**src/sv/csn_pkg.sv**
```systemverilog
// shared types, constants and edge tables for the cube-sphere neighbor unit
// no dependencies
package csn_pkg;

    localparam int MAX_SIDE = 256;
    localparam int SIDE_W   = 9;
    localparam int IDX_W    = 19;
    localparam int REM_W    = 16;
    localparam int CRD_W    = 8;
    localparam int SQ_W     = 17;
    localparam int QUO_BITS = 8;

    localparam logic [SIDE_W-1:0] SIDE_RESET = 9'd16;

    // coordinate selectors
    localparam logic [2:0] SEL_ZERO = 3'd0;
    localparam logic [2:0] SEL_EDGE = 3'd1;
    localparam logic [2:0] SEL_X    = 3'd2;
    localparam logic [2:0] SEL_EX   = 3'd3;
    localparam logic [2:0] SEL_Y    = 3'd4;
    localparam logic [2:0] SEL_EY   = 3'd5;

    // directions
    localparam int DIR_N = 0;
    localparam int DIR_E = 1;
    localparam int DIR_S = 2;
    localparam int DIR_W = 3;

    localparam logic [2:0] FC_FRONT = 3'd0;
    localparam logic [2:0] FC_BACK  = 3'd1;
    localparam logic [2:0] FC_UP    = 3'd2;
    localparam logic [2:0] FC_DOWN  = 3'd3;
    localparam logic [2:0] FC_LEFT  = 3'd4;
    localparam logic [2:0] FC_RIGHT = 3'd5;

    localparam logic [2:0] ADJ_FACE [0:5][0:3] = '{
        '{FC_UP,    FC_RIGHT, FC_DOWN,  FC_LEFT },
        '{FC_UP,    FC_LEFT,  FC_DOWN,  FC_RIGHT},
        '{FC_RIGHT, FC_FRONT, FC_LEFT,  FC_BACK },
        '{FC_LEFT,  FC_FRONT, FC_RIGHT, FC_BACK },
        '{FC_UP,    FC_FRONT, FC_DOWN,  FC_BACK },
        '{FC_UP,    FC_BACK,  FC_DOWN,  FC_FRONT}
    };

    localparam logic [2:0] COL_SEL [0:3][0:5] = '{
        '{SEL_EDGE, SEL_ZERO, SEL_EX, SEL_X,  SEL_X,    SEL_EX  },
        '{SEL_ZERO, SEL_ZERO, SEL_EY, SEL_Y,  SEL_ZERO, SEL_ZERO},
        '{SEL_EDGE, SEL_ZERO, SEL_X,  SEL_EX, SEL_X,    SEL_EX  },
        '{SEL_EDGE, SEL_EDGE, SEL_Y,  SEL_EY, SEL_EDGE, SEL_EDGE}
    };

    localparam logic [2:0] ROW_SEL [0:3][0:5] = '{
        '{SEL_EX, SEL_X,  SEL_ZERO, SEL_EDGE, SEL_EDGE, SEL_ZERO},
        '{SEL_Y,  SEL_Y,  SEL_ZERO, SEL_EDGE, SEL_Y,    SEL_Y   },
        '{SEL_X,  SEL_EX, SEL_ZERO, SEL_EDGE, SEL_ZERO, SEL_EDGE},
        '{SEL_Y,  SEL_Y,  SEL_ZERO, SEL_EDGE, SEL_Y,    SEL_Y   }
    };

    typedef struct packed {
        logic [SIDE_W-1:0]       n;
        logic [6:0][IDX_W-1:0]   mul;   // k * n * n for k = 0..6
    } t_cfg;

    typedef struct packed {
        logic               vld;
        logic               err;
        logic [2:0]         face;
        logic [IDX_W-1:0]   idx;
        logic [REM_W-1:0]   rem;
        logic [CRD_W-1:0]   quo;
    } t_itm;

    function automatic logic [CRD_W-1:0] pick(input logic [2:0] sel,
                                              input logic [CRD_W-1:0] x,
                                              input logic [CRD_W-1:0] y,
                                              input logic [CRD_W-1:0] e);
        logic [CRD_W-1:0] v;
        case (sel)
            SEL_EDGE: v = e;
            SEL_X:    v = x;
            SEL_EX:   v = e - x;
            SEL_Y:    v = y;
            SEL_EY:   v = e - y;
            default:  v = '0;
        endcase
        return v;
    endfunction

endpackage

```
**src/sv/csn_front.sv**
```systemverilog
// first stage: range check, face split and remainder within the face
// depends on csn_pkg
module csn_front (
    input  logic                     i_clk,
    input  logic                     i_rst_n,
    input  logic                     i_en,
    input  logic                     i_vld,
    input  logic [csn_pkg::IDX_W-1:0] i_idx,
    input  csn_pkg::t_cfg            i_cfg,
    output csn_pkg::t_itm            o_itm
);

    csn_pkg::t_itm r_itm;
    csn_pkg::t_itm n_itm;
    logic [2:0]    w_face;

    always_comb begin
        w_face = 3'd0;
        if (i_idx >= i_cfg.mul[1]) w_face = 3'd1;
        if (i_idx >= i_cfg.mul[2]) w_face = 3'd2;
        if (i_idx >= i_cfg.mul[3]) w_face = 3'd3;
        if (i_idx >= i_cfg.mul[4]) w_face = 3'd4;
        if (i_idx >= i_cfg.mul[5]) w_face = 3'd5;
        n_itm      = '0;
        n_itm.vld  = i_vld;
        // side zero makes mul[6] zero, so every index is flagged
        n_itm.err  = (i_idx >= i_cfg.mul[6]);
        n_itm.face = w_face;
        n_itm.idx  = i_idx;
        n_itm.rem  = csn_pkg::REM_W'(i_idx - i_cfg.mul[w_face]);
    end

    always_ff @(posedge i_clk) begin
        if (!i_rst_n) begin
            r_itm.vld <= 1'b0;
        end else if (i_en) begin
            r_itm.vld <= n_itm.vld;
        end
        if (i_en) begin
            r_itm.err  <= n_itm.err;
            r_itm.face <= n_itm.face;
            r_itm.idx  <= n_itm.idx;
            r_itm.rem  <= n_itm.rem;
            r_itm.quo  <= n_itm.quo;
        end
    end

    assign o_itm = r_itm;

endmodule

```
**src/sv/csn_div.sv**
```systemverilog
// restoring divider, one quotient bit per stage: row = rem / side, col left in rem
// depends on csn_pkg
module csn_div (
    input  logic          i_clk,
    input  logic          i_rst_n,
    input  logic          i_en,
    input  logic [csn_pkg::SIDE_W-1:0] i_n,
    input  csn_pkg::t_itm i_itm,
    output csn_pkg::t_itm o_itm
);

    csn_pkg::t_itm r_st [csn_pkg::QUO_BITS];

    genvar g;
    generate
        for (g = 0; g < csn_pkg::QUO_BITS; g++) begin : g_stage
            localparam int B = csn_pkg::QUO_BITS - 1 - g;
            csn_pkg::t_itm          w_in;
            csn_pkg::t_itm          n_st;
            logic [csn_pkg::SQ_W-1:0] w_sh;
            if (g == 0) begin : g_first
                assign w_in = i_itm;
            end else begin : g_next
                assign w_in = r_st[g-1];
            end
            always_comb begin
                w_sh = csn_pkg::SQ_W'(i_n) << B;
                n_st = w_in;
                if ({1'b0, w_in.rem} >= w_sh) begin
                    n_st.rem    = csn_pkg::REM_W'({1'b0, w_in.rem} - w_sh);
                    n_st.quo[B] = 1'b1;
                end else begin
                    n_st.quo[B] = 1'b0;
                end
            end
            always_ff @(posedge i_clk) begin
                if (!i_rst_n) begin
                    r_st[g].vld <= 1'b0;
                end else if (i_en) begin
                    r_st[g].vld <= n_st.vld;
                end
                if (i_en) begin
                    r_st[g].err  <= n_st.err;
                    r_st[g].face <= n_st.face;
                    r_st[g].idx  <= n_st.idx;
                    r_st[g].rem  <= n_st.rem;
                    r_st[g].quo  <= n_st.quo;
                end
            end
        end
    endgenerate

    assign o_itm = r_st[csn_pkg::QUO_BITS-1];

endmodule

```
**src/sv/csn_nbr.sv**
```systemverilog
// neighbor stages: edge remap and row product, then final sum into output register
// depends on csn_pkg
module csn_nbr (
    input  logic          i_clk,
    input  logic          i_rst_n,
    input  logic          i_en,
    input  csn_pkg::t_cfg i_cfg,
    input  csn_pkg::t_itm i_itm,
    output logic          o_valid,
    output logic [2:0]    o_face_id,
    output logic [7:0]    o_col,
    output logic [7:0]    o_row,
    output logic [18:0]   o_north_index,
    output logic [18:0]   o_east_index,
    output logic [18:0]   o_south_index,
    output logic [18:0]   o_west_index,
    output logic          o_range_error
);

    localparam int IW = csn_pkg::IDX_W;
    localparam int CW = csn_pkg::CRD_W;

    // stage a registers
    logic                 r_a_vld;
    logic                 r_a_err;
    logic [2:0]           r_a_face;
    logic [CW-1:0]        r_a_x;
    logic [CW-1:0]        r_a_y;
    logic [3:0]           r_a_edge;
    logic [3:0][IW-1:0]   r_a_in;
    logic [3:0][IW-1:0]   r_a_base;
    logic [3:0][csn_pkg::SQ_W-1:0] r_a_prod;
    logic [3:0][CW-1:0]   r_a_c;

    logic [CW-1:0]        w_x, w_y, w_e;
    logic [3:0]           n_edge;
    logic [3:0][IW-1:0]   n_in;
    logic [3:0][IW-1:0]   n_base;
    logic [3:0][csn_pkg::SQ_W-1:0] n_prod;
    logic [3:0][CW-1:0]   n_c;
    logic [CW-1:0]        w_r [4];

    always_comb begin
        w_x = i_itm.rem[CW-1:0];
        w_y = i_itm.quo;
        w_e = CW'(i_cfg.n - 9'd1);
        n_edge[csn_pkg::DIR_N] = (w_y == '0);
        n_edge[csn_pkg::DIR_E] = (w_x == w_e);
        n_edge[csn_pkg::DIR_S] = (w_y == w_e);
        n_edge[csn_pkg::DIR_W] = (w_x == '0);
        n_in[csn_pkg::DIR_N] = i_itm.idx - IW'(i_cfg.n);
        n_in[csn_pkg::DIR_E] = i_itm.idx + IW'(1);
        n_in[csn_pkg::DIR_S] = i_itm.idx + IW'(i_cfg.n);
        n_in[csn_pkg::DIR_W] = i_itm.idx - IW'(1);
        for (int d = 0; d < 4; d++) begin
            n_c[d]    = csn_pkg::pick(csn_pkg::COL_SEL[d][i_itm.face], w_x, w_y, w_e);
            w_r[d]    = csn_pkg::pick(csn_pkg::ROW_SEL[d][i_itm.face], w_x, w_y, w_e);
            n_base[d] = i_cfg.mul[csn_pkg::ADJ_FACE[i_itm.face][d]];
            n_prod[d] = csn_pkg::SQ_W'(w_r[d]) * csn_pkg::SQ_W'(i_cfg.n);
        end
    end

    always_ff @(posedge i_clk) begin
        if (!i_rst_n) begin
            r_a_vld <= 1'b0;
        end else if (i_en) begin
            r_a_vld <= i_itm.vld;
        end
        if (i_en) begin
            r_a_err  <= i_itm.err;
            r_a_face <= i_itm.face;
            r_a_x    <= w_x;
            r_a_y    <= w_y;
            r_a_edge <= n_edge;
            r_a_in   <= n_in;
            r_a_base <= n_base;
            r_a_prod <= n_prod;
            r_a_c    <= n_c;
        end
    end

    // stage b: output register
    logic                 r_vld;
    logic [2:0]           r_face;
    logic [CW-1:0]        r_col, r_row;
    logic [3:0][IW-1:0]   r_nb;
    logic                 r_err;
    logic [3:0][IW-1:0]   n_nb;

    always_comb begin
        for (int d = 0; d < 4; d++) begin
            if (r_a_err) begin
                n_nb[d] = '0;
            end else if (r_a_edge[d]) begin
                n_nb[d] = r_a_base[d] + IW'(r_a_prod[d]) + IW'(r_a_c[d]);
            end else begin
                n_nb[d] = r_a_in[d];
            end
        end
    end

    always_ff @(posedge i_clk) begin
        if (!i_rst_n) begin
            r_vld <= 1'b0;
        end else if (i_en) begin
            r_vld <= r_a_vld;
        end
        if (i_en) begin
            r_err  <= r_a_err;
            r_face <= r_a_err ? 3'd0 : r_a_face;
            r_col  <= r_a_err ? '0 : r_a_x;
            r_row  <= r_a_err ? '0 : r_a_y;
            r_nb   <= n_nb;
        end
    end

    assign o_valid       = r_vld;
    assign o_face_id     = r_face;
    assign o_col         = r_col;
    assign o_row         = r_row;
    assign o_north_index = r_nb[csn_pkg::DIR_N];
    assign o_east_index  = r_nb[csn_pkg::DIR_E];
    assign o_south_index = r_nb[csn_pkg::DIR_S];
    assign o_west_index  = r_nb[csn_pkg::DIR_W];
    assign o_range_error = r_err;

endmodule

```
**src/sv/cube_sphere_cell_neighbors.sv**
```systemverilog
// top level of the cube-sphere neighbor unit: side register, derived constants, pipeline
// depends on csn_pkg, csn_front, csn_div, csn_nbr
//
// usage
//   input channel: i_valid / o_ready with i_cell_index; one request per accepted edge
//   output channel: o_valid / i_ready with face, column, row, four neighbor indices
//     and range_error; out-of-range requests return range_error and zeros elsewhere
//   config channel: i_cfg_valid / o_cfg_ready with i_cfg_side (always ready)
// pipeline: 11 register stages from the accepting edge to o_valid (1 face split,
//   8 divider, 2 neighbor)
// throughput: one request per cycle while the output is not stalled and no side write is
//   settling; the 8-stage pipelined restoring divider for the row sets the depth, not the rate
// after a side write, o_ready stays low while side, side*side and its multiples settle
//   in their registers r_n, r_n2 and r_mul
// reset: pipeline valid bits cleared, side back to 16
// receiver stall: the whole pipeline holds in place while o_valid is high and
//   i_ready low; o_ready falls with it, so nothing is lost or repeated
module cube_sphere_cell_neighbors (
    input  logic        i_clk,
    input  logic        i_rst_n,
    input  logic        i_valid,
    output logic        o_ready,
    input  logic [18:0] i_cell_index,
    output logic        o_valid,
    input  logic        i_ready,
    output logic [2:0]  o_face_id,
    output logic [7:0]  o_col,
    output logic [7:0]  o_row,
    output logic [18:0] o_north_index,
    output logic [18:0] o_east_index,
    output logic [18:0] o_south_index,
    output logic [18:0] o_west_index,
    output logic        o_range_error,
    input  logic        i_cfg_valid,
    output logic        o_cfg_ready,
    input  logic [8:0]  i_cfg_side
);

    // side register and derived values
    logic [csn_pkg::SIDE_W-1:0]  r_side;
    logic [csn_pkg::SIDE_W-1:0]  r_n;
    logic [csn_pkg::SQ_W-1:0]    r_n2;
    logic [6:0][csn_pkg::IDX_W-1:0] r_mul;
    logic [1:0]                  r_settle;
    logic                        w_cfg_wr;
    csn_pkg::t_cfg               w_cfg;

    assign o_cfg_ready = 1'b1;
    assign w_cfg_wr    = i_cfg_valid;

    always_ff @(posedge i_clk) begin
        if (!i_rst_n) begin
            r_side   <= csn_pkg::SIDE_RESET;
            r_n      <= csn_pkg::SIDE_RESET;
            r_n2     <= csn_pkg::SQ_W'(csn_pkg::SIDE_RESET * csn_pkg::SIDE_RESET);
            for (int k = 0; k < 7; k++) begin
                r_mul[k] <= csn_pkg::IDX_W'(k * csn_pkg::SIDE_RESET * csn_pkg::SIDE_RESET);
            end
            r_settle <= 2'd0;
        end else begin
            if (w_cfg_wr) begin
                r_side   <= i_cfg_side;
                r_settle <= 2'd3;
            end else if (r_settle != 2'd0) begin
                r_settle <= r_settle - 2'd1;
            end
            // side saturates at the largest face
            r_n  <= (r_side > csn_pkg::SIDE_W'(csn_pkg::MAX_SIDE)) ?
                    csn_pkg::SIDE_W'(csn_pkg::MAX_SIDE) : r_side;
            r_n2 <= csn_pkg::SQ_W'(r_n) * csn_pkg::SQ_W'(r_n);
            for (int k = 0; k < 7; k++) begin
                r_mul[k] <= csn_pkg::IDX_W'(r_n2) * csn_pkg::IDX_W'(k);
            end
        end
    end

    assign w_cfg.n   = r_n;
    assign w_cfg.mul = r_mul;

    // global pipeline advance
    logic w_en;
    assign w_en    = !o_valid || i_ready;
    assign o_ready = w_en && (r_settle == 2'd0);

    csn_pkg::t_itm w_front;
    csn_pkg::t_itm w_div;

    csn_front u_front (
        .i_clk   (i_clk),
        .i_rst_n (i_rst_n),
        .i_en    (w_en),
        .i_vld   (i_valid && o_ready),
        .i_idx   (i_cell_index),
        .i_cfg   (w_cfg),
        .o_itm   (w_front)
    );

    csn_div u_div (
        .i_clk   (i_clk),
        .i_rst_n (i_rst_n),
        .i_en    (w_en),
        .i_n     (r_n),
        .i_itm   (w_front),
        .o_itm   (w_div)
    );

    csn_nbr u_nbr (
        .i_clk         (i_clk),
        .i_rst_n       (i_rst_n),
        .i_en          (w_en),
        .i_cfg         (w_cfg),
        .i_itm         (w_div),
        .o_valid       (o_valid),
        .o_face_id     (o_face_id),
        .o_col         (o_col),
        .o_row         (o_row),
        .o_north_index (o_north_index),
        .o_east_index  (o_east_index),
        .o_south_index (o_south_index),
        .o_west_index  (o_west_index),
        .o_range_error (o_range_error)
    );

endmodule

```
**config.mk**
```make
export PLATFORM = sky130hd
export DESIGN_NAME = cube_sphere_cell_neighbors
export DESIGN_NICKNAME = d
export VERILOG_FILES = /design/src/sv/csn_pkg.sv /design/src/sv/csn_front.sv /design/src/sv/csn_div.sv /design/src/sv/csn_nbr.sv /design/src/sv/cube_sphere_cell_neighbors.sv
export SDC_FILE = /design/constraint.sdc
export NUM_CORES = 2
export LEC_CHECK = 0
export ABC_AREA = 1
export CAP_MARGIN = 5
export CORE_ASPECT_RATIO = 1.5
export CORE_UTILIZATION = 25
export DETAILED_ROUTE_END_ITERATION = 8
export DONT_BUFFER_PORTS = 1
export PLACE_DENSITY_LB_ADDON = 0.15
export SYNTH_ARGS = -nofsm -noshare
export SYNTH_HDL_FRONTEND = slang
export SYNTH_SLANG_ARGS = --single-unit
```
**constraint.sdc**
```tcl
create_clock -name i_clk -period 21.9 [get_ports i_clk]
set_clock_uncertainty 0.05 [all_clocks]
set_input_delay 4.38 -clock i_clk [delete_from_list [all_inputs] [get_ports i_clk]]
set_output_delay 4.38 -clock i_clk [all_outputs]
set_load 0.02 [all_outputs]
```
==> flow_summary.ini <==
[final_layout]
multi_input_area_um2 = 25400
nets = 6221
drive_gt1_share_pct = 5.33
stdcell_count = 8362
area_delta_synth_final_pct = 12.5
seq_area_um2 = 23900
fill_cells = 22300

[clock_tree]
cts_inserted_buffers = 93
clock_path_buffers = 3
clock-sinks = 827
cts_resized = 0
hold_buffers = 0
clk_pin_slew_ns = 0.07
cts_htree_levels = 3
cts_tree = built
root_buffer = clkbuf_16
cts_setup_buffers = 0
clock_latency_ns = 0.72

[logic_synthesis]
synth_xor_area_share_pct = 4.07
yosysWarnings = 0
synth.area.mux_share_pct = 0.266
synth_fa_ha_area_share_pct = 20.1
synth.distinct_cells = 68
netlist_instances = 5438
synthArstFlopShare_pct = 0
syn_avg_cell_area_um2 = 9.78
ys_dominant_reg_cell = edfxtp_1
ys_seq_area_share_pct = 45.0
syn_area_um2 = 53200
ys_seq_elements = 827
synth-compound-area-share_pct = 10.7
synth_edf_count = 738
synth-simple-area-share_pct = 12.5
synth_top_family_by_area = adder cells

[die]
io_pins = 132
die_area_um2 = 215000
dieHeight_um = 567
coreArea_um2 = 212000
die_x_um = 379
rows = 207
initial_core_util_pct = 25.1

[place]
dpl.cell_count = 8186
io_buffers = 0
place_congestion = 0.866
post-dp-hpwl_um = 136000

[sta]
hold_viol = 0
fin_crit_ns = 9.38
setup_violations = 0
fmax_ghz = 0.107
worstMarginPinSlew_ns = 1.14
worst_slew_margin_rel_pct = 24.3
period_share_pct = 42.8
setup_tns_ns = 0
rsz0062_at_grt = no
slew_violations = 0

[drt]
drcViolationCount = 0
first_iter_violations = 2233
antenna_left = 0
num_vias = 37400
wl_per_cell_um = 21.1
routed_wl_um = 177000
drt_first_pass_iters = 7
vias_per_cell = 4.48

[job]
max_cap_viol_count = 0

[setup_path]
critPathBufInv = 0
cp_data_arrival_time_ns = 4.95
critPathTopFamily = simple AND/OR/NAND/NOR gates
crit_slowest_cell = nor2_1
worstSetupPathType = input pin to output port
cpMostUsedCell = nor2_1
cpPeakStageDelay_ns = 0.35
crit_path_max_fanout = 3
crit_required_ns = 17.47
critical_path.endpoint_type = output port
path_cells = nor2_1 > nor2_1
cp-start-kind = input pin

[grt]
grt.total_usage_pct = 16.3
grt_max_degree = 170
grt_pass1_vias = 38400
antenna_found_initial = 3
grt_pass1_wl_um = 257000
grt_overflow = 0

[power_and_ir_drop]
p_per_area_nw_per_um2 = 102
leakagePower_nw = 26.9
peakVddDrop_v = 0.0000632

[min_path]
hp-class = flop to flop

[outcome]
status = completed
[Yosys cell counts, types with 5 or more instances]
library cell    n  area [µm²]
o21a_1         19         143
nand2_1       848        3180
nand3_1        95         475
inv_1         861        3230
o22ai_1         7        43.8
a21boi_0        7        52.6
dfxtp_1        89        1780
o221ai_1       69         604
edfxtp_1      738       22200
o221ai_2        5        75.1
buf_1           9        33.8
clkinv_1        8        30.0
fa_1          210        4200
o21ai_1        33         165
o31ai_1        10        75.1
nor4_1         25         156
xor2_1        192        1680
a22oi_1        13        97.6
nand4_1        50         313
buf_4           5        37.5
nor2_1        508        1910
a21oi_1       409        2050
a211oi_1       10        75.1
nor3_1         40         200
buf_2          18        90.1
xnor2_1        53         464
inv_2          12        45.0
nor2_2         11        68.8
o21bai_1       19         143
ha_1          518        6480
a21o_1         18         135
or2_2           9        56.3
o211ai_1       20         150
clkbuf_1       97         364
o2111ai_1       6        52.6
and2_1          5        31.3
o21ai_2         5        43.8
mux2i_1        13         130
o21ai_0       295        1480
a31oi_1        18         113
nand3b_1        5        37.5
nand2_2         5        31.3
[flip-flops by register name, summed over array words and instances, names as in the netlist, 32 cells and up]
| register | count |
|---|---|
| u_nbr.r_a_base | 75 |
| u_nbr.r_a_prod | 51 |
| u_nbr.r_a_c | 32 |
| u_nbr.r_a_in | 74 |
| u_div.r_st | 348 |
| u_front.o_itm | 40 |
| r_mul | 49 |
[logic make-up after synthesis]
family          Yosys count
compound gates          985
flops                   827
other cells               2
buf+inv                1015
mux                      14
xor+xnor                246
simple gates           1621
fa+ha+maj               728
[worst reg2reg max path, delay by kind of cell (launching register included)]
family / cells / cell delay (ns)
buf+inv: 5 / 0.65
compound gates: 9 / 1.52
xor+xnor: 3 / 1.34
fa+ha+maj: 7 / 3.30
simple gates: 8 / 0.79
flops: 1 / 0.39
[per-stage QoR]
step	utilization (%)	setup slack, ns	total power, mW	hold slack, ns	instance area, µm²
floorplan	-	0.372	3.75	0.350	53200
global placement	26.8	12.51	4.49	0.351	56600
detailed placement	26.8	12.52	4.50	0.355	56600
CTS	28.3	12.52	6.19	0.359	59800
global route	28.3	12.50	6.51	0.366	59800
finish	28.3	12.52	6.08	0.348	59800
[final cells by class]
class | instances | share of cell area [%]
antenna | 2 | 0.00837
clock buffer | 105 | 4.10
clock inverter | 69 | 1.25
inverter | 882 | 5.55
multi-input combinational | 3597 | 42.4
sequential | 827 | 40.0
tap | 2821 | 5.90
timing repair buffer | 59 | 0.761
[cells in the final DEF, fill, tap and decap left out, types with 9 or more instances in the layout]
master      count
clkbuf_16      94
buf_4          58
clkinv_1       19
nand2_1       848
xor2_1        192
inv_1         860
a22oi_1        13
fa_1          210
o21ai_1        33
nand4_1        50
o31ai_1        10
clkinvlp_4      9
a21o_1         18
xnor2_1        53
nor3_1         40
o211ai_1       20
nand3_1        95
ha_1          518
o21bai_1       19
nor4_1         25
o221ai_1       69
nor2_1        508
a211oi_1       10
mux2i_1        13
nor2_2         10
clkinv_2       20
inv_2          12
a31oi_1        18
edfxtp_1      738
o21a_1         19
o21ai_0       295
dfxtp_1        87
or2_2           9
a21oi_1       409
[layer usage]
metal  GRT usage (%)  up-vias  routed length (µm)
met4            6.16        0                6880
li1                -    18400                   -
met2            31.3      675               95400
met3            1.64      226                4810
met5               0        -                   0
met1            18.2    18200               69500
[path summary, 6_finish.rpt]
kind / end / slack (ns) / start / cells past startpoint
setup / recovery: o_ready / 12.52 / i_ready / 2
hold / removal: u_div.r_st[1][132] / 0.35 / u_div.r_st[1][84] / 0
setup reg to reg: u_nbr.r_a_prod[15] / 13.65 / r_n[0] / 32
hold reg to reg: u_div.r_st[1][132] / 0.35 / u_div.r_st[1][84] / 0
[power breakdown]
| part | internal [mW] | switching (mW) | leakage, nW | total [mW] |
|---|---|---|---|---|
| registers | 2.09 | 0.259 | 8.74 | 2.35 |
| logic | 0.753 | 1.34 | 16.6 | 2.09 |
| clock network | 0.908 | 0.731 | 1.55 | 1.64 |
| total | 3.76 | 2.33 | 26.9 | 6.08 |
Note: power is estimated with default switching activity, not from simulation.
